==> config.mk <==
export PLATFORM = sky130hd
export DESIGN_NAME = locality_aware_task_dispatcher_unit
export DESIGN_NICKNAME = d
export VERILOG_FILES = /design/src/rtl/latd_pkg.sv /design/src/rtl/locality_aware_task_dispatcher_unit.sv /design/src/rtl/latd_ram.sv /design/src/rtl/latd_ctrl.sv /design/src/rtl/latd_dpath.sv
export SDC_FILE = /design/constraint.sdc
export NUM_CORES = 2
export LEC_CHECK = 0
export BUFFER_PORTS_ARGS = -buffer_cell sky130_fd_sc_hd__buf_4
export CORE_MARGIN = 2
export CORE_UTILIZATION = 45
export DETAILED_ROUTE_END_ITERATION = 7
export PLACE_DENSITY = 0.6
export REMOVE_ABC_BUFFERS = 1
export SKIP_LAST_GASP = 1
export SLEW_MARGIN = 40
export SYNTH_ARGS = -nofsm -noshare
export SYNTH_HDL_FRONTEND = slang
export SYNTH_HIERARCHICAL = 1
export SYNTH_SLANG_ARGS = --single-unit
==> constraint.sdc <==
create_clock -name clk -period 6.9 [get_ports clk]
set_input_delay 1.38 -clock clk [delete_from_list [all_inputs] [get_ports clk]]
set_output_delay 1.38 -clock clk [all_outputs]
set_load 0.01 [all_outputs]
==> src/rtl/latd_pkg.sv <==
// Shared types and constants for the locality-aware task dispatcher.
// Used by the controller, the datapath and the top level; depends on nothing.
`timescale 1ns / 1ps

package latd_pkg;

  // Fixed field widths of the item and result beats
  localparam int NODE_W   = 16;
  localparam int CHUNK_W  = 16;
  localparam int WID_W    = 4;
  localparam int HOME_OUT_W = 4;
  localparam int WC_W     = 5;
  // Home worker width: node mod worker_count, worker_count up to 31
  localparam int HOME_W   = 5;

  // Remainder unit: bits of the node number retired per cycle
  localparam int DIV_BITS  = 4;
  localparam int DIV_STEPS = NODE_W / DIV_BITS;
  localparam int DIV_CW    = (DIV_STEPS > 1) ? $clog2(DIV_STEPS) : 1;

  // Configuration port
  localparam int CFG_AW = 3;
  localparam int CFG_DW = 32;
  localparam logic REG_WORKER_COUNT = 1'b0;
  localparam logic [WC_W-1:0] WC_RESET = 5'd1;

  // Parameter defaults
  localparam int DEF_QUEUE_DEPTH = 64;
  localparam int DEF_MAX_WORKERS = 16;
  localparam int DEF_CHUNK_BITS  = 16;

  localparam logic OP_ADD     = 1'b0;
  localparam logic OP_REQUEST = 1'b1;

  typedef enum logic [1:0] {
    ST_DISPATCHED = 2'd0,
    ST_NO_TASK    = 2'd1,
    ST_ADDED      = 2'd2,
    ST_FULL       = 2'd3
  } status_t;

  // Controller to datapath
  typedef struct packed {
    logic    accept;
    logic    div_step;
    logic    add_write;
    logic    retire;
    logic    fin_capture;
    logic    scan_init;
    logic    scan;
    logic    shift;
    logic    commit;
    logic    load_out;
    status_t code;
  } cmd_t;

  // Datapath to controller
  typedef struct packed {
    logic full;
    logic empty;
    logic div_last;
    logic scan_done;
    logic shift_done;
    logic out_free;
  } sts_t;

endpackage

==> src/rtl/locality_aware_task_dispatcher_unit.sv <==
// Top level of the locality-aware task dispatcher: worker_count register,
// APB-style configuration port, controller and datapath.
// Depends on latd_pkg, latd_ctrl, latd_dpath (and latd_ram through it).
`timescale 1ns / 1ps

// The block keeps an ordered queue of up to QUEUE_DEPTH tasks in one RAM and
// answers every item with one result beat. An add (operation 0) reduces the
// node number modulo worker_count in a serial remainder unit, four node bits
// per cycle, and appends the task unless the queue is full. A worker request
// (operation 1) retires the task the worker holds, then scans the queue RAM
// one entry per cycle for the oldest task homed at that worker and closes
// the gap by moving each younger entry down one slot per cycle, falling back
// to the oldest task when no home match exists; on an empty queue it
// answers with no task. One item is in work at a time; the next one is taken
// once the current result sits in the output register, and a result waiting
// on out_stall blocks only the hand-off of the following result.
module locality_aware_task_dispatcher_unit #(
  parameter int QUEUE_DEPTH = latd_pkg::DEF_QUEUE_DEPTH,
  parameter int MAX_WORKERS = latd_pkg::DEF_MAX_WORKERS,
  parameter int CHUNK_BITS  = latd_pkg::DEF_CHUNK_BITS
) (
  input  logic                            clk,
  input  logic                            rst_n,
  // configuration
  input  logic                            cfg_psel,
  input  logic                            cfg_penable,
  input  logic                            cfg_pwrite,
  input  logic [latd_pkg::CFG_AW-1:0]     cfg_paddr,
  input  logic [latd_pkg::CFG_DW-1:0]     cfg_pwdata,
  output logic [latd_pkg::CFG_DW-1:0]     cfg_prdata,
  output logic                            cfg_pready,
  // item channel
  input  logic                            in_valid,
  output logic                            in_stall,
  input  logic                            in_operation,
  input  logic [latd_pkg::CHUNK_W-1:0]    in_chunk_id,
  input  logic [latd_pkg::NODE_W-1:0]     in_node_id,
  input  logic [latd_pkg::WID_W-1:0]      in_worker_id,
  // result channel
  output logic                            out_valid,
  input  logic                            out_stall,
  output logic [1:0]                      out_status,
  output logic [latd_pkg::CHUNK_W-1:0]    out_task_chunk,
  output logic [latd_pkg::HOME_OUT_W-1:0] out_task_home,
  output logic                            out_finished_valid,
  output logic [latd_pkg::CHUNK_W-1:0]    out_finished_chunk
);
  import latd_pkg::*;

  logic [WC_W-1:0]   wc_r;
  logic [HOME_W-1:0] eff_workers;
  logic              cfg_wr;
  logic              reg_sel;
  cmd_t              cmd;
  sts_t              sts;

  assign reg_sel    = cfg_paddr[2];
  assign cfg_wr     = cfg_psel && cfg_penable && cfg_pwrite && cfg_pready;
  assign cfg_pready = 1'b1;

  always_ff @(posedge clk) begin
    if (!rst_n) begin
      wc_r <= WC_RESET;
    end else if (cfg_wr && (reg_sel == REG_WORKER_COUNT)) begin
      wc_r <= cfg_pwdata[WC_W-1:0];
    end
  end

  always_comb begin
    cfg_prdata = '0;
    unique case (reg_sel)
      REG_WORKER_COUNT: cfg_prdata = CFG_DW'(wc_r);
      default:          cfg_prdata = '0;
    endcase
  end

  // zero counts as one worker, clamp at MAX_WORKERS
  always_comb begin
    if (wc_r == '0) begin
      eff_workers = HOME_W'(1);
    end else if (32'(wc_r) > 32'(MAX_WORKERS)) begin
      eff_workers = HOME_W'(MAX_WORKERS);
    end else begin
      eff_workers = HOME_W'(wc_r);
    end
  end

  latd_ctrl u_ctrl (
    .clk         (clk),
    .rst_n       (rst_n),
    .in_valid    (in_valid),
    .in_operation(in_operation),
    .in_stall    (in_stall),
    .sts         (sts),
    .cmd         (cmd)
  );

  latd_dpath #(
    .QUEUE_DEPTH(QUEUE_DEPTH),
    .MAX_WORKERS(MAX_WORKERS),
    .CHUNK_BITS (CHUNK_BITS)
  ) u_dpath (
    .clk               (clk),
    .rst_n             (rst_n),
    .cmd               (cmd),
    .sts               (sts),
    .eff_workers       (eff_workers),
    .in_chunk_id       (in_chunk_id),
    .in_node_id        (in_node_id),
    .in_worker_id      (in_worker_id),
    .out_valid         (out_valid),
    .out_stall         (out_stall),
    .out_status        (out_status),
    .out_task_chunk    (out_task_chunk),
    .out_task_home     (out_task_home),
    .out_finished_valid(out_finished_valid),
    .out_finished_chunk(out_finished_chunk)
  );

endmodule

==> src/rtl/latd_ram.sv <==
// Generic simple dual-port RAM: one write port, one read port, registered read.
// No dependencies.
`timescale 1ns / 1ps

module latd_ram #(
  parameter int WIDTH = 8,
  parameter int DEPTH = 16,
  localparam int AW = (DEPTH > 1) ? $clog2(DEPTH) : 1
) (
  input  logic             clk,
  input  logic             we,
  input  logic [AW-1:0]    waddr,
  input  logic [WIDTH-1:0] wdata,
  input  logic             re,
  input  logic [AW-1:0]    raddr,
  output logic [WIDTH-1:0] rdata
);

  logic [WIDTH-1:0] mem [DEPTH];
  logic [WIDTH-1:0] rdata_r;

  always_ff @(posedge clk) begin
    if (we) begin
      mem[waddr] <= wdata;
    end
    if (re) begin
      rdata_r <= mem[raddr];
    end
  end

  assign rdata = rdata_r;

endmodule

==> src/rtl/latd_ctrl.sv <==
// Sequencing state machine of the task dispatcher.
// Depends on latd_pkg for the command/status structs and result codes.
`timescale 1ns / 1ps

module latd_ctrl (
  input  logic           clk,
  input  logic           rst_n,
  input  logic           in_valid,
  input  logic           in_operation,
  output logic           in_stall,
  input  latd_pkg::sts_t sts,
  output latd_pkg::cmd_t cmd
);
  import latd_pkg::*;

  typedef enum logic [7:0] {
    S_IDLE  = 8'b0000_0001,
    S_DIV   = 8'b0000_0010,
    S_ADD   = 8'b0000_0100,
    S_RET   = 8'b0000_1000,
    S_RWAIT = 8'b0001_0000,
    S_SCAN  = 8'b0010_0000,
    S_SHIFT = 8'b0100_0000,
    S_DONE  = 8'b1000_0000
  } state_t;

  state_t  state_r, state_nxt;
  status_t code_r, code_nxt;

  always_comb begin
    state_nxt = state_r;
    code_nxt  = code_r;
    cmd       = '0;
    cmd.code  = code_r;
    unique case (state_r)
      S_IDLE: begin
        if (in_valid) begin
          cmd.accept = 1'b1;
          if (in_operation == OP_REQUEST) begin
            state_nxt = S_RET;
          end else if (sts.full) begin
            code_nxt  = ST_FULL;
            state_nxt = S_DONE;
          end else begin
            state_nxt = S_DIV;
          end
        end
      end
      S_DIV: begin
        cmd.div_step = 1'b1;
        if (sts.div_last) begin
          state_nxt = S_ADD;
        end
      end
      S_ADD: begin
        cmd.add_write = 1'b1;
        code_nxt      = ST_ADDED;
        state_nxt     = S_DONE;
      end
      S_RET: begin
        cmd.retire = 1'b1;
        state_nxt  = S_RWAIT;
      end
      S_RWAIT: begin
        cmd.fin_capture = 1'b1;
        cmd.scan_init   = 1'b1;
        if (sts.empty) begin
          code_nxt  = ST_NO_TASK;
          state_nxt = S_DONE;
        end else begin
          state_nxt = S_SCAN;
        end
      end
      S_SCAN: begin
        cmd.scan = 1'b1;
        if (sts.scan_done) begin
          state_nxt = S_SHIFT;
        end
      end
      S_SHIFT: begin
        cmd.shift = 1'b1;
        if (sts.shift_done) begin
          cmd.commit = 1'b1;
          code_nxt   = ST_DISPATCHED;
          state_nxt  = S_DONE;
        end
      end
      S_DONE: begin
        // hold the result until the output register frees up
        if (sts.out_free) begin
          cmd.load_out = 1'b1;
          state_nxt    = S_IDLE;
        end
      end
      default: begin
        state_nxt = S_IDLE;
      end
    endcase
  end

  always_ff @(posedge clk) begin
    if (!rst_n) begin
      state_r <= S_IDLE;
      code_r  <= ST_NO_TASK;
    end else begin
      state_r <= state_nxt;
      code_r  <= code_nxt;
    end
  end

  assign in_stall = (state_r != S_IDLE);

endmodule

==> src/rtl/latd_dpath.sv <==
// Datapath of the task dispatcher: queue RAM, held-chunk RAM, busy bits,
// serial remainder unit, scan and compaction pointers, output register.
// Depends on latd_pkg and latd_ram.
`timescale 1ns / 1ps

module latd_dpath #(
  parameter int QUEUE_DEPTH = latd_pkg::DEF_QUEUE_DEPTH,
  parameter int MAX_WORKERS = latd_pkg::DEF_MAX_WORKERS,
  parameter int CHUNK_BITS  = latd_pkg::DEF_CHUNK_BITS
) (
  input  logic                              clk,
  input  logic                              rst_n,
  input  latd_pkg::cmd_t                    cmd,
  output latd_pkg::sts_t                    sts,
  input  logic [latd_pkg::HOME_W-1:0]       eff_workers,
  input  logic [latd_pkg::CHUNK_W-1:0]      in_chunk_id,
  input  logic [latd_pkg::NODE_W-1:0]       in_node_id,
  input  logic [latd_pkg::WID_W-1:0]        in_worker_id,
  output logic                              out_valid,
  input  logic                              out_stall,
  output logic [1:0]                        out_status,
  output logic [latd_pkg::CHUNK_W-1:0]      out_task_chunk,
  output logic [latd_pkg::HOME_OUT_W-1:0]   out_task_home,
  output logic                              out_finished_valid,
  output logic [latd_pkg::CHUNK_W-1:0]      out_finished_chunk
);
  import latd_pkg::*;

  localparam int QA   = $clog2(QUEUE_DEPTH);
  localparam int CNTW = $clog2(QUEUE_DEPTH + 1);
  localparam int WA   = (MAX_WORKERS > 1) ? $clog2(MAX_WORKERS) : 1;
  localparam int QW   = CHUNK_BITS + HOME_W;

  // latched item
  logic [CHUNK_BITS-1:0] chunk_r;
  logic [WID_W-1:0]      wid_r;
  logic [31:0]           chunk_in_ext;
  logic [31:0]           wid_ext;
  logic [WA-1:0]         wid_idx;
  logic                  tracked;

  // queue and worker state
  logic [CNTW-1:0]        count_r;
  logic [MAX_WORKERS-1:0] busy_r;

  // remainder unit
  logic [NODE_W-1:0] div_node_r;
  logic [HOME_W-1:0] div_rem_r, div_rem_nxt;
  logic [DIV_CW-1:0] div_cnt_r;

  // retire
  logic                  fin_valid_r;
  logic [CHUNK_BITS-1:0] fin_chunk_r;

  // scan and compaction
  logic [CNTW-1:0] scan_addr_r;
  logic            chk_v_r;
  logic [CNTW-1:0] chk_addr_r;
  logic [QW-1:0]   first_r;
  logic [CNTW-1:0] pick_nxt;
  logic [QW-1:0]   pdata_r, pdata_nxt;
  logic [CNTW-1:0] sh_rd_r;
  logic            sh_v_r;
  logic [CNTW-1:0] sh_wr_r;
  logic            hit;
  logic            scan_end;
  logic            scan_rd_ok;
  logic            sh_rd_ok;

  // RAM ports
  logic            q_we, q_re;
  logic [QA-1:0]   q_waddr, q_raddr;
  logic [QW-1:0]   q_wdata, q_rdata;
  logic            w_we, w_re;
  logic [CHUNK_BITS-1:0] w_rdata;

  // output register
  logic                  out_valid_r;
  logic [1:0]            out_status_r;
  logic [CHUNK_W-1:0]    out_chunk_r;
  logic [HOME_OUT_W-1:0] out_home_r;
  logic                  out_fin_v_r;
  logic [CHUNK_W-1:0]    out_fin_chunk_r;
  logic [31:0]           pchunk_ext;
  logic [31:0]           fchunk_ext;

  assign chunk_in_ext = 32'(in_chunk_id);
  assign wid_ext      = 32'(wid_r);
  assign wid_idx      = wid_ext[WA-1:0];
  assign tracked      = (wid_ext < 32'(MAX_WORKERS));

  // ---------------- remainder unit: DIV_BITS restoring steps per cycle
  always_comb begin
    logic [HOME_W:0] t;
    div_rem_nxt = div_rem_r;
    for (int k = 0; k < DIV_BITS; k++) begin
      t = {div_rem_nxt, div_node_r[NODE_W-1-k]};
      if (t >= {1'b0, eff_workers}) begin
        t = t - {1'b0, eff_workers};
      end
      div_rem_nxt = t[HOME_W-1:0];
    end
  end

  always_ff @(posedge clk) begin
    if (cmd.accept) begin
      div_node_r <= in_node_id;
      div_rem_r  <= '0;
      div_cnt_r  <= '0;
    end else if (cmd.div_step) begin
      div_node_r <= div_node_r << DIV_BITS;
      div_rem_r  <= div_rem_nxt;
      div_cnt_r  <= div_cnt_r + 1'b1;
    end
  end

  // ---------------- scan and compaction control
  assign scan_rd_ok = (scan_addr_r < count_r);
  assign sh_rd_ok   = (sh_rd_r < count_r);
  assign hit        = chk_v_r && (q_rdata[QW-1:CHUNK_BITS] == HOME_W'(wid_r));
  assign scan_end   = !chk_v_r && !scan_rd_ok;

  always_comb begin
    if (hit) begin
      pick_nxt  = chk_addr_r;
      pdata_nxt = q_rdata;
    end else begin
      // no home match: take the oldest task
      pick_nxt  = '0;
      pdata_nxt = first_r;
    end
  end

  always_ff @(posedge clk) begin
    if (!rst_n) begin
      chk_v_r <= 1'b0;
      sh_v_r  <= 1'b0;
    end else begin
      if (cmd.scan_init) begin
        scan_addr_r <= '0;
        chk_v_r     <= 1'b0;
      end else if (cmd.scan) begin
        chk_v_r     <= scan_rd_ok;
        chk_addr_r  <= scan_addr_r;
        scan_addr_r <= scan_addr_r + 1'b1;
        if (chk_v_r && (chk_addr_r == '0)) begin
          first_r <= q_rdata;
        end
        if (hit || scan_end) begin
          pdata_r <= pdata_nxt;
          sh_rd_r <= pick_nxt + 1'b1;
          sh_v_r  <= 1'b0;
        end
      end else if (cmd.shift) begin
        sh_v_r  <= sh_rd_ok;
        sh_wr_r <= sh_rd_r - 1'b1;
        sh_rd_r <= sh_rd_r + 1'b1;
      end
    end
  end

  // ---------------- queue RAM
  always_comb begin
    q_we    = 1'b0;
    q_waddr = count_r[QA-1:0];
    q_wdata = {div_rem_r, chunk_r};
    if (cmd.add_write) begin
      q_we = 1'b1;
    end else if (cmd.shift && sh_v_r) begin
      // pull the next entry down one slot
      q_we    = 1'b1;
      q_waddr = sh_wr_r[QA-1:0];
      q_wdata = q_rdata;
    end
    q_re    = 1'b0;
    q_raddr = scan_addr_r[QA-1:0];
    if (cmd.scan) begin
      q_re = scan_rd_ok;
    end else if (cmd.shift) begin
      q_re    = sh_rd_ok;
      q_raddr = sh_rd_r[QA-1:0];
    end
  end

  latd_ram #(
    .WIDTH(QW),
    .DEPTH(QUEUE_DEPTH)
  ) u_qram (
    .clk  (clk),
    .we   (q_we),
    .waddr(q_waddr),
    .wdata(q_wdata),
    .re   (q_re),
    .raddr(q_raddr),
    .rdata(q_rdata)
  );

  // ---------------- held-chunk RAM, one entry per worker
  assign w_we = cmd.commit && tracked;
  assign w_re = cmd.retire;

  latd_ram #(
    .WIDTH(CHUNK_BITS),
    .DEPTH(MAX_WORKERS)
  ) u_wram (
    .clk  (clk),
    .we   (w_we),
    .waddr(wid_idx),
    .wdata(pdata_r[CHUNK_BITS-1:0]),
    .re   (w_re),
    .raddr(wid_idx),
    .rdata(w_rdata)
  );

  // ---------------- item latch, count, busy bits, retire
  always_ff @(posedge clk) begin
    if (!rst_n) begin
      count_r <= '0;
      busy_r  <= '0;
    end else begin
      if (cmd.add_write) begin
        count_r <= count_r + 1'b1;
      end else if (cmd.commit) begin
        count_r <= count_r - 1'b1;
      end
      if (cmd.retire && tracked) begin
        busy_r[wid_idx] <= 1'b0;
      end else if (cmd.commit && tracked) begin
        busy_r[wid_idx] <= 1'b1;
      end
    end
  end

  always_ff @(posedge clk) begin
    if (cmd.accept) begin
      chunk_r     <= chunk_in_ext[CHUNK_BITS-1:0];
      wid_r       <= in_worker_id;
      fin_valid_r <= 1'b0;
      fin_chunk_r <= '0;
    end else begin
      if (cmd.retire) begin
        fin_valid_r <= tracked && busy_r[wid_idx];
      end
      if (cmd.fin_capture) begin
        fin_chunk_r <= fin_valid_r ? w_rdata : '0;
      end
    end
  end

  // ---------------- output register
  assign pchunk_ext = 32'(pdata_r[CHUNK_BITS-1:0]);
  assign fchunk_ext = 32'(fin_chunk_r);

  always_ff @(posedge clk) begin
    if (!rst_n) begin
      out_valid_r <= 1'b0;
    end else if (cmd.load_out) begin
      out_valid_r <= 1'b1;
    end else if (!out_stall) begin
      out_valid_r <= 1'b0;
    end
  end

  always_ff @(posedge clk) begin
    if (cmd.load_out) begin
      out_status_r    <= cmd.code;
      out_fin_v_r     <= fin_valid_r;
      out_fin_chunk_r <= fchunk_ext[CHUNK_W-1:0];
      if (cmd.code == ST_DISPATCHED) begin
        out_chunk_r <= pchunk_ext[CHUNK_W-1:0];
        out_home_r  <= pdata_r[CHUNK_BITS +: HOME_OUT_W];
      end else begin
        out_chunk_r <= '0;
        out_home_r  <= '0;
      end
    end
  end

  assign out_valid          = out_valid_r;
  assign out_status         = out_status_r;
  assign out_task_chunk     = out_chunk_r;
  assign out_task_home      = out_home_r;
  assign out_finished_valid = out_fin_v_r;
  assign out_finished_chunk = out_fin_chunk_r;

  // ---------------- status back to the controller
  assign sts.full       = (count_r == CNTW'(QUEUE_DEPTH));
  assign sts.empty      = (count_r == '0);
  assign sts.div_last   = (div_cnt_r == DIV_CW'(DIV_STEPS - 1));
  assign sts.scan_done  = hit || scan_end;
  assign sts.shift_done = !sh_v_r && !sh_rd_ok;
  assign sts.out_free   = !out_valid_r || !out_stall;

endmodule
# Word level (Yosys, flattened, before mapping)
# Memory sizes are Yosys's and may differ from the RTL's. A register that Yosys moved wholly into a read port is not among the register bits.
# Index checks and enable logic that the tools add are counted.
[totals]
ff_bits = 207
ram_bits = 1600
input_bits = 79
memories = 2
[op_classes]
addsub = 11
n_lt_le_gt_ge = 10
n_eq_ne = 22
mux = 69
bitwise_logic = 7
n_reduce_logical = 40
[memory_table]
columns = ["name", "words", "word_bits", "read_ports", "rd_clocked_by_memory_dff", "write_ports", "line", "text"]
rows = [
  ["u_dpath.u_qram.mem", 64, 21, 1, 1, 1, "latd_ram.sv:19", "logic [WIDTH-1:0] mem [DEPTH];"],
  ["u_dpath.u_wram.mem", 16, 16, 1, 1, 1, "latd_ram.sv:19", ""],
]
[op_table]
columns = ["operator", "count"]
rows = [
  ["$mux W16", 5],
  ["$mux W8", 8],
  ["$pmux W8 S8", 1],
  ["$mux W7", 7],
  ["$mux W21", 2],
  ["$mux W5", 7],
  ["$add A7 B1 Y7 const B", 4],
  ["$ge A6 B5 Y1", 4],
  ["$mux W1", 24],
  ["$mux W6", 4],
  ["$mux W20", 1],
  ["$sub A5 B5 Y5", 4],
  ["$and A16 B16 Y16", 1],
  ["$ne A2 B2 Y1 const B", 8],
  ["$not A16 Y16", 1],
  ["$or A16 B16 Y16", 1],
  ["$reduce_and A4 Y1", 4],
  ["$logic_not A7 Y1", 2],
  ["$lt A7 B7 Y1", 2],
  ["$mux W2", 7],
  ["$logic_and A1 B1 Y1", 12],
  ["$lt A4 B5 Y1 const B", 2],
  ["$reduce_bool A2 Y1", 5],
  ["$eq A8 B1 Y1 const B", 1],
  ["other kinds (31)", 42],
]

# Logic depth before layout (Yosys ltp)
[depth]
word_depth = 11
ltp_mapped = 32

# Cells and area by module
# The synthesis kept the hierarchy.
[modules_own_cells]
columns = ["mod", "instances", "cells_each", "area_per_inst_um2", "seq_area_each_um2"]
rows = [
  ["latd_ram at u_dpath.u_qram", 1, 2190, 51929.8, 40989.3],
  ["latd_ram at u_dpath.u_wram", 1, 432, 10203.5, 8167.8],
  ["latd_dpath", 1, 758, 9201.3, 5265.0],
  ["latd_ctrl", 1, 71, 636.9, 200.2],
  ["locality_aware_task_dispatcher_unit", 1, 65, 511.7, 100.1],
]

# Worst setup path before layout
# OpenSTA, ideal clock, no wires.
[synth_timing]
path_kind = "reg-to-reg"
start = "register wc_r[3]"
end = "register u_dpath.div_rem_r[0]"
setup_time_ns = 0.122
arrival_ns = 7.010
t_required_ns = 6.778
path_slack_ns = -0.232
stages_incl_launch_ff = 32
period_less_slack_ns = 7.132
cell_sequence = "dfxtp_1 or3_1 a21oi_1 ha_1 inv_1 fa_1 a211o_1 nand3_2 and2_1 mux2_2 ha_1 a41o_2 o22ai_1 and2_0 mux2_2 ha_1 nor2_1 a21oi_1 a41o_1 a21o_1 or3_1 buf_6 mux2i_1 fa_1 a21o_1 a21oi_1 nand2_1 a21oi_1 o211a_1 buf_6 nor3_2 a311o_1"
[synth_via]
elab_chain_len = 11
elab_cells_between_ends = 16
cone_classes = "4 x add/sub; 5 x order compare; 6 x mux; 1 x reduce/logical"
[synth_lines]
columns = ["element", "line", "text"]
rows = [
  ["start, declared", "locality_aware_task_dispatcher_unit.sv:50", "logic [WC_W-1:0] wc_r;"],
  ["start signal, assigned", "locality_aware_task_dispatcher_unit.sv:65", "wc_r <= cfg_pwdata[WC_W-1:0];"],
  ["$gt A5 B5 Y1", "locality_aware_task_dispatcher_unit.sv:81", "end else if (32'(wc_r) > 32'(MAX_WORKERS)) begin"],
  ["$mux W5", "locality_aware_task_dispatcher_unit.sv:81", ""],
  ["$mux W5 *", "locality_aware_task_dispatcher_unit.sv:79", "if (wc_r == '0) begin"],
  ["net eff_workers[0]", "locality_aware_task_dispatcher_unit.sv:51", "logic [HOME_W-1:0] eff_workers;"],
  ["$sub A5 B5 Y5 or $ge A6 B5 Y1 (tied branches)", "latd_dpath.sv:99, latd_dpath.sv:98", ""],
  ["$mux W5", "latd_dpath.sv:98", "if (t >= {1'b0, eff_workers}) begin"],
  ["$sub A5 B5 Y5 or $ge A6 B5 Y1 (tied branches)", "latd_dpath.sv:99, latd_dpath.sv:98", ""],
  ["$mux W5", "latd_dpath.sv:98", ""],
  ["$sub A5 B5 Y5 or $ge A6 B5 Y1 (tied branches)", "latd_dpath.sv:99, latd_dpath.sv:98", ""],
  ["$mux W5", "latd_dpath.sv:98", ""],
  ["$ge A6 B5 Y1", "latd_dpath.sv:98", ""],
  ["$mux W5 *", "latd_dpath.sv:98", ""],
  ["end signal, assigned", "latd_dpath.sv:112", "div_rem_r <= div_rem_nxt;"],
  ["end, declared", "latd_dpath.sv:48", "logic [HOME_W-1:0] div_rem_r, div_rem_nxt;"],
]
# The timed path passes the listed nets; every way through them passes the cells marked *.
# A chain may end at the register's enable or synchronous reset.

# Worst setup path after layout
# Same ends and word-level chain as after synthesis.

==> impl_metrics.prom <==
# TYPE chip_impl_metric gauge
chip_impl_info{name="status",value="complete, no violations"} 1
chip_impl_metric{name="synth_cell_type_count",unit=""} 82
chip_impl_metric{name="power.ir.vdd_worst",unit="uV"} 901
chip_impl_metric{name="vias_per_cell",unit=""} 5.75
chip_impl_metric{name="crit_arrival",unit="ps"} 7310
chip_impl_metric{name="place_inst",unit=""} 5787
chip_impl_metric{name="report.final.hold_viol_count",unit=""} 0
chip_impl_info{name="synth_area_leader_cell",value="edfxtp_1"} 1
chip_impl_metric{name="syn_avg_cell_area",unit="sq um"} 20.6
chip_impl_metric{name="post-dp-hpwl",unit="mm"} 97.0
chip_impl_info{name="critical_path.most_common_cell",value="a21oi_2"} 1
chip_impl_metric{name="die-width",unit="um"} 405
chip_impl_metric{name="worst_setup_hold_path_clk_slew",unit="ps"} 60
chip_impl_metric{name="drcViolationCount",unit=""} 0
chip_impl_metric{name="num_vias",unit=""} 35300
chip_impl_metric{name="cts_made_buffers",unit=""} 187
chip_impl_metric{name="wl_per_cell",unit="um"} 27.3
chip_impl_metric{name="layout-drive-gt1-share",unit="%"} 29.2
chip_impl_metric{name="power_density",unit="mW/mm^2"} 327
chip_impl_info{name="critPathKind",value="reg -> reg"} 1
chip_impl_metric{name="relSlewSlack",unit="%"} 39.5
chip_impl_metric{name="synth-edff-count",unit=""} 1779
chip_impl_metric{name="postSynth.asyncResetShare",unit="%"} 0
chip_impl_metric{name="top_level_ports",unit=""} 153
chip_impl_metric{name="grt_pass1_vias",unit=""} 35800
chip_impl_metric{name="fmax",unit="GHz"} 0.151
chip_impl_metric{name="tightest_slew",unit="ps"} 900
chip_impl_metric{name="critPathMaxFanout",unit=""} 5
chip_impl_metric{name="final_weighted_congestion_in_routability_driven_placement",unit=""} 0.772
chip_impl_info{name="tritoncts",value="yes"} 1
chip_impl_info{name="worst_path_dominant_cell_family",value="compound AO/OA/AOI/OAI gates"} 1
chip_impl_metric{name="drt.antenna.violating_nets",unit=""} 0
chip_impl_info{name="synth_area_leaders",value="edfxtp_1 (74%), mux4_2 (13%), dfxtp_1 (1.8%)"} 1
chip_impl_metric{name="die_area",unit="sq mm"} 0.164
chip_impl_metric{name="clock_insertion_delay_worst_skew",unit="ps"} 840
chip_impl_metric{name="power.static_leakage",unit="nW"} 26.8
chip_impl_metric{name="postSynthCellCount",unit=""} 3516
chip_impl_metric{name="synth.yosys.seq_area_share",unit="%"} 75.5
chip_impl_metric{name="slew_viol_final",unit=""} 0
chip_impl_metric{name="grt.total_usage",unit="%"} 20.5
chip_impl_metric{name="critical_path_buf_inv_count",unit=""} 2
chip_impl_metric{name="drt-pass1-iter-count",unit=""} 5
chip_impl_metric{name="area.growth.synth_to_final",unit="%"} 14.8
chip_impl_metric{name="grt_start_max_net_pins",unit=""} 91
chip_impl_metric{name="yosys_register_bits",unit=""} 1844
chip_impl_info{name="crit_path_start_kind",value="flop"} 1
chip_impl_metric{name="numClockSinks",unit=""} 1844
chip_impl_metric{name="wl",unit="mm"} 167
chip_impl_metric{name="nNetsFinal",unit=""} 3951
chip_impl_metric{name="detailedRoute.firstIterationViolations",unit=""} 3728
chip_impl_info{name="worstHoldPathType",value="reg -> reg"} 1
chip_impl_metric{name="grt_antenna_before_repair",unit=""} 2
chip_impl_info{name="timing.critical_path.slowest_stage_cell",value="or3_4"} 1
chip_impl_info{name="synth_commonest_cells",value="edfxtp_1 (1779), mux4_2 (415), nor2_1 (159)"} 1
chip_impl_metric{name="period_needed",unit="ps"} 6630
chip_impl_metric{name="dieHeight",unit="um"} 405
chip_impl_metric{name="grt_first_pass_wirelength",unit="mm"} 245
chip_impl_info{name="crit_end_category",value="flop"} 1
chip_impl_metric{name="timing.final.setup_violations",unit=""} 0
chip_impl_metric{name="floorplan.initialDensity",unit="%"} 45.2
chip_impl_metric{name="totalPowerFinal",unit="mW"} 27.2
chip_impl_metric{name="clock-skew-final",unit="ps"} 64.9
chip_impl_metric{name="overflow",unit=""} 0
chip_impl_metric{name="max_cap_violations",unit=""} 0
chip_impl_info{name="cell_with_the_most_instances_after_synthesis",value="edfxtp_1"} 1
chip_impl_metric{name="ctsLongestPathBuffers",unit=""} 3
chip_impl_metric{name="fin_crit_sh",unit="%"} 96.1
chip_impl_metric{name="synthDominantCellAreaShare",unit="%"} 73.7
chip_impl_metric{name="port_buffers",unit=""} 95
chip_impl_metric{name="max_stage_delay",unit="ps"} 430
chip_impl_metric{name="layout_cells_excl_fill",unit=""} 6138
chip_impl_metric{name="clock_tree.htree_level_count",unit=""} 4
chip_impl_info{name="root_buffer",value="clkbuf_16"} 1
chip_impl_metric{name="coreArea",unit="sq mm"} 0.160
chip_impl_info{name="postSynth.topFlopCell",value="edfxtp_1"} 1
chip_impl_metric{name="yosys_warnings",unit=""} 6
chip_impl_metric{name="syn_area",unit="sq mm"} 0.0725
chip_impl_metric{name="std_cell_rows",unit=""} 147
chip_impl_metric{name="timing.critical_path.required",unit="ps"} 7580
per-stage QoR:
| stage | setup TNS [ps] | util [%] | worst slack, ps | area, sq um | hold WS [ps] |
|---|---|---|---|---|---|
| 2_1_floorplan | -793810 | - | -38140 | 71500 | 401 |
| 3_3_place_gp | -660 | 47.9 | -164 | 76700 | 408 |
| 3_5_place_dp | -974 | 48.1 | -231 | 77000 | 407 |
| 4_1_cts | 0 | 51.8 | 25.7 | 83000 | 424 |
| 5_1_grt | -174 | 51.9 | -46.7 | 83200 | 434 |
| 6_report | 0 | 51.9 | 267 | 83200 | 423 |
sequential cells by signal, summed over array words and instances, names as in the netlist, 4 cells and up, named ones only:
name	flops
u_dpath/u_wram/mem	256
u_dpath/chunk_r	16
u_dpath/out_finished_chunk	16
u_dpath/count_r	7
u_dpath/div_rem_r	5
u_dpath/scan_addr_r	7
u_dpath/sh_wr_r	6
u_dpath/out_task_chunk	16
u_dpath/u_qram/mem	1344
u_dpath/div_node_r	16
u_dpath/first_r	20
wc_r	5
u_dpath/chk_addr_r	7
u_dpath/fin_chunk_r	16
u_ctrl/state_r	8
u_dpath/u_qram/rdata	21
u_dpath/u_wram/rdata	16
u_dpath/pdata_r	20
u_dpath/wid_idx	4
u_dpath/sh_rd_r	7
u_dpath/out_task_home	4
cells by family (layout without fill, tap and decap cells):
logic type | count (synthesis) | after routing | synth area share, %
DFF | 1844 | 1844 | 75.5
and+or+nand+nor | 468 | 468 | 3.36
AOI/OAI and AO/OA | 324 | 324 | 2.99
buffers and inverters | 246 | 681 | 1.76
other | 2 | 29 | 0.0104
muxes | 554 | 554 | 15.1
adders and majority gates | 46 | 46 | 0.846
xor gates and xnor gates | 32 | 32 | 0.387
metal layers:
metal / part of all wire, % / wire (um) / global-route usage, %
met2: 48 / 80300 / 32.7
met3: 6.9 / 11500 / 4.18
met1: 43 / 71400 / 28.8
met5: 0 / 0 / 0
met4: 2.5 / 4130 / 6.19
worst reg2reg max path, delay by kind of cell, from the launching register on:
kind	cells	cell delay, ps
compound gates	12	2390
simple gates	8	1460
fa+ha+maj	5	1390
mux	3	810
flops	1	300
buf+inv	2	190
what timing repair did:
item	4_1_cts	5_1_grt
setup endpoints to repair	5	5
pin swaps	0	10
resized for setup	9	22
hold buffers	0	0
buffers inserted	1	7
area by class of cell:
| type | count | area, sq um |
|---|---|---|
| clock inverter | 88 | 918 |
| fill | 12500 | 77000 |
| sequential | 1844 | 54700 |
| tap | 2160 | 2700 |
| timing repair buffer | 297 | 2520 |
| clock buffer | 252 | 5010 |
| multi-input combinational | 1452 | 17100 |
| inverter | 44 | 165 |
| antenna | 1 | 2.50 |
power by group:
| part | switching [mW] | total [mW] | internal [mW] |
|---|---|---|---|
| Combinational | 2.33 | 4.66 | 2.33 |
| Sequential | 0.0611 | 12.7 | 12.7 |
| Clock | 4.26 | 9.77 | 5.51 |
| Total | 6.66 | 27.2 | 20.5 |
final timing paths:
check                          startpoint                        endpoint  slack [ps]  cells past startpoint
setup reg to reg                  wc_r[3]            u_dpath/div_rem_r[0]         270                     30
setup / recovery                  wc_r[3]            u_dpath/div_rem_r[0]         270                     30
hold / removal    u_dpath/fin_chunk_r[15]  u_dpath/out_finished_chunk[15]         420                      0
hold reg to reg   u_dpath/fin_chunk_r[15]  u_dpath/out_finished_chunk[15]         420                      0
layout by cell type (no fill, tap or decap), types with 23 or more instances in the layout:
| cell type | count |
|---|---|
| a21oi_1 | 72 |
| a22oi_1 | 48 |
| and2_1 | 27 |
| buf_4 | 274 |
| clkbuf_1 | 57 |
| clkbuf_16 | 188 |
| clkinv_1 | 42 |
| conb_1 | 28 |
| dfxtp_1 | 65 |
| edfxtp_1 | 1779 |
| ha_1 | 35 |
| inv_1 | 41 |
| mux2_2 | 63 |
| mux2i_1 | 61 |
| mux4_2 | 415 |
| nand2_1 | 80 |
| nor2_1 | 94 |
| nor2_2 | 54 |
| nor2b_1 | 53 |
| o21ai_0 | 45 |
| o221ai_1 | 34 |
| or3_1 | 23 |
No activity file was read; power rests on OpenSTA's default activity.
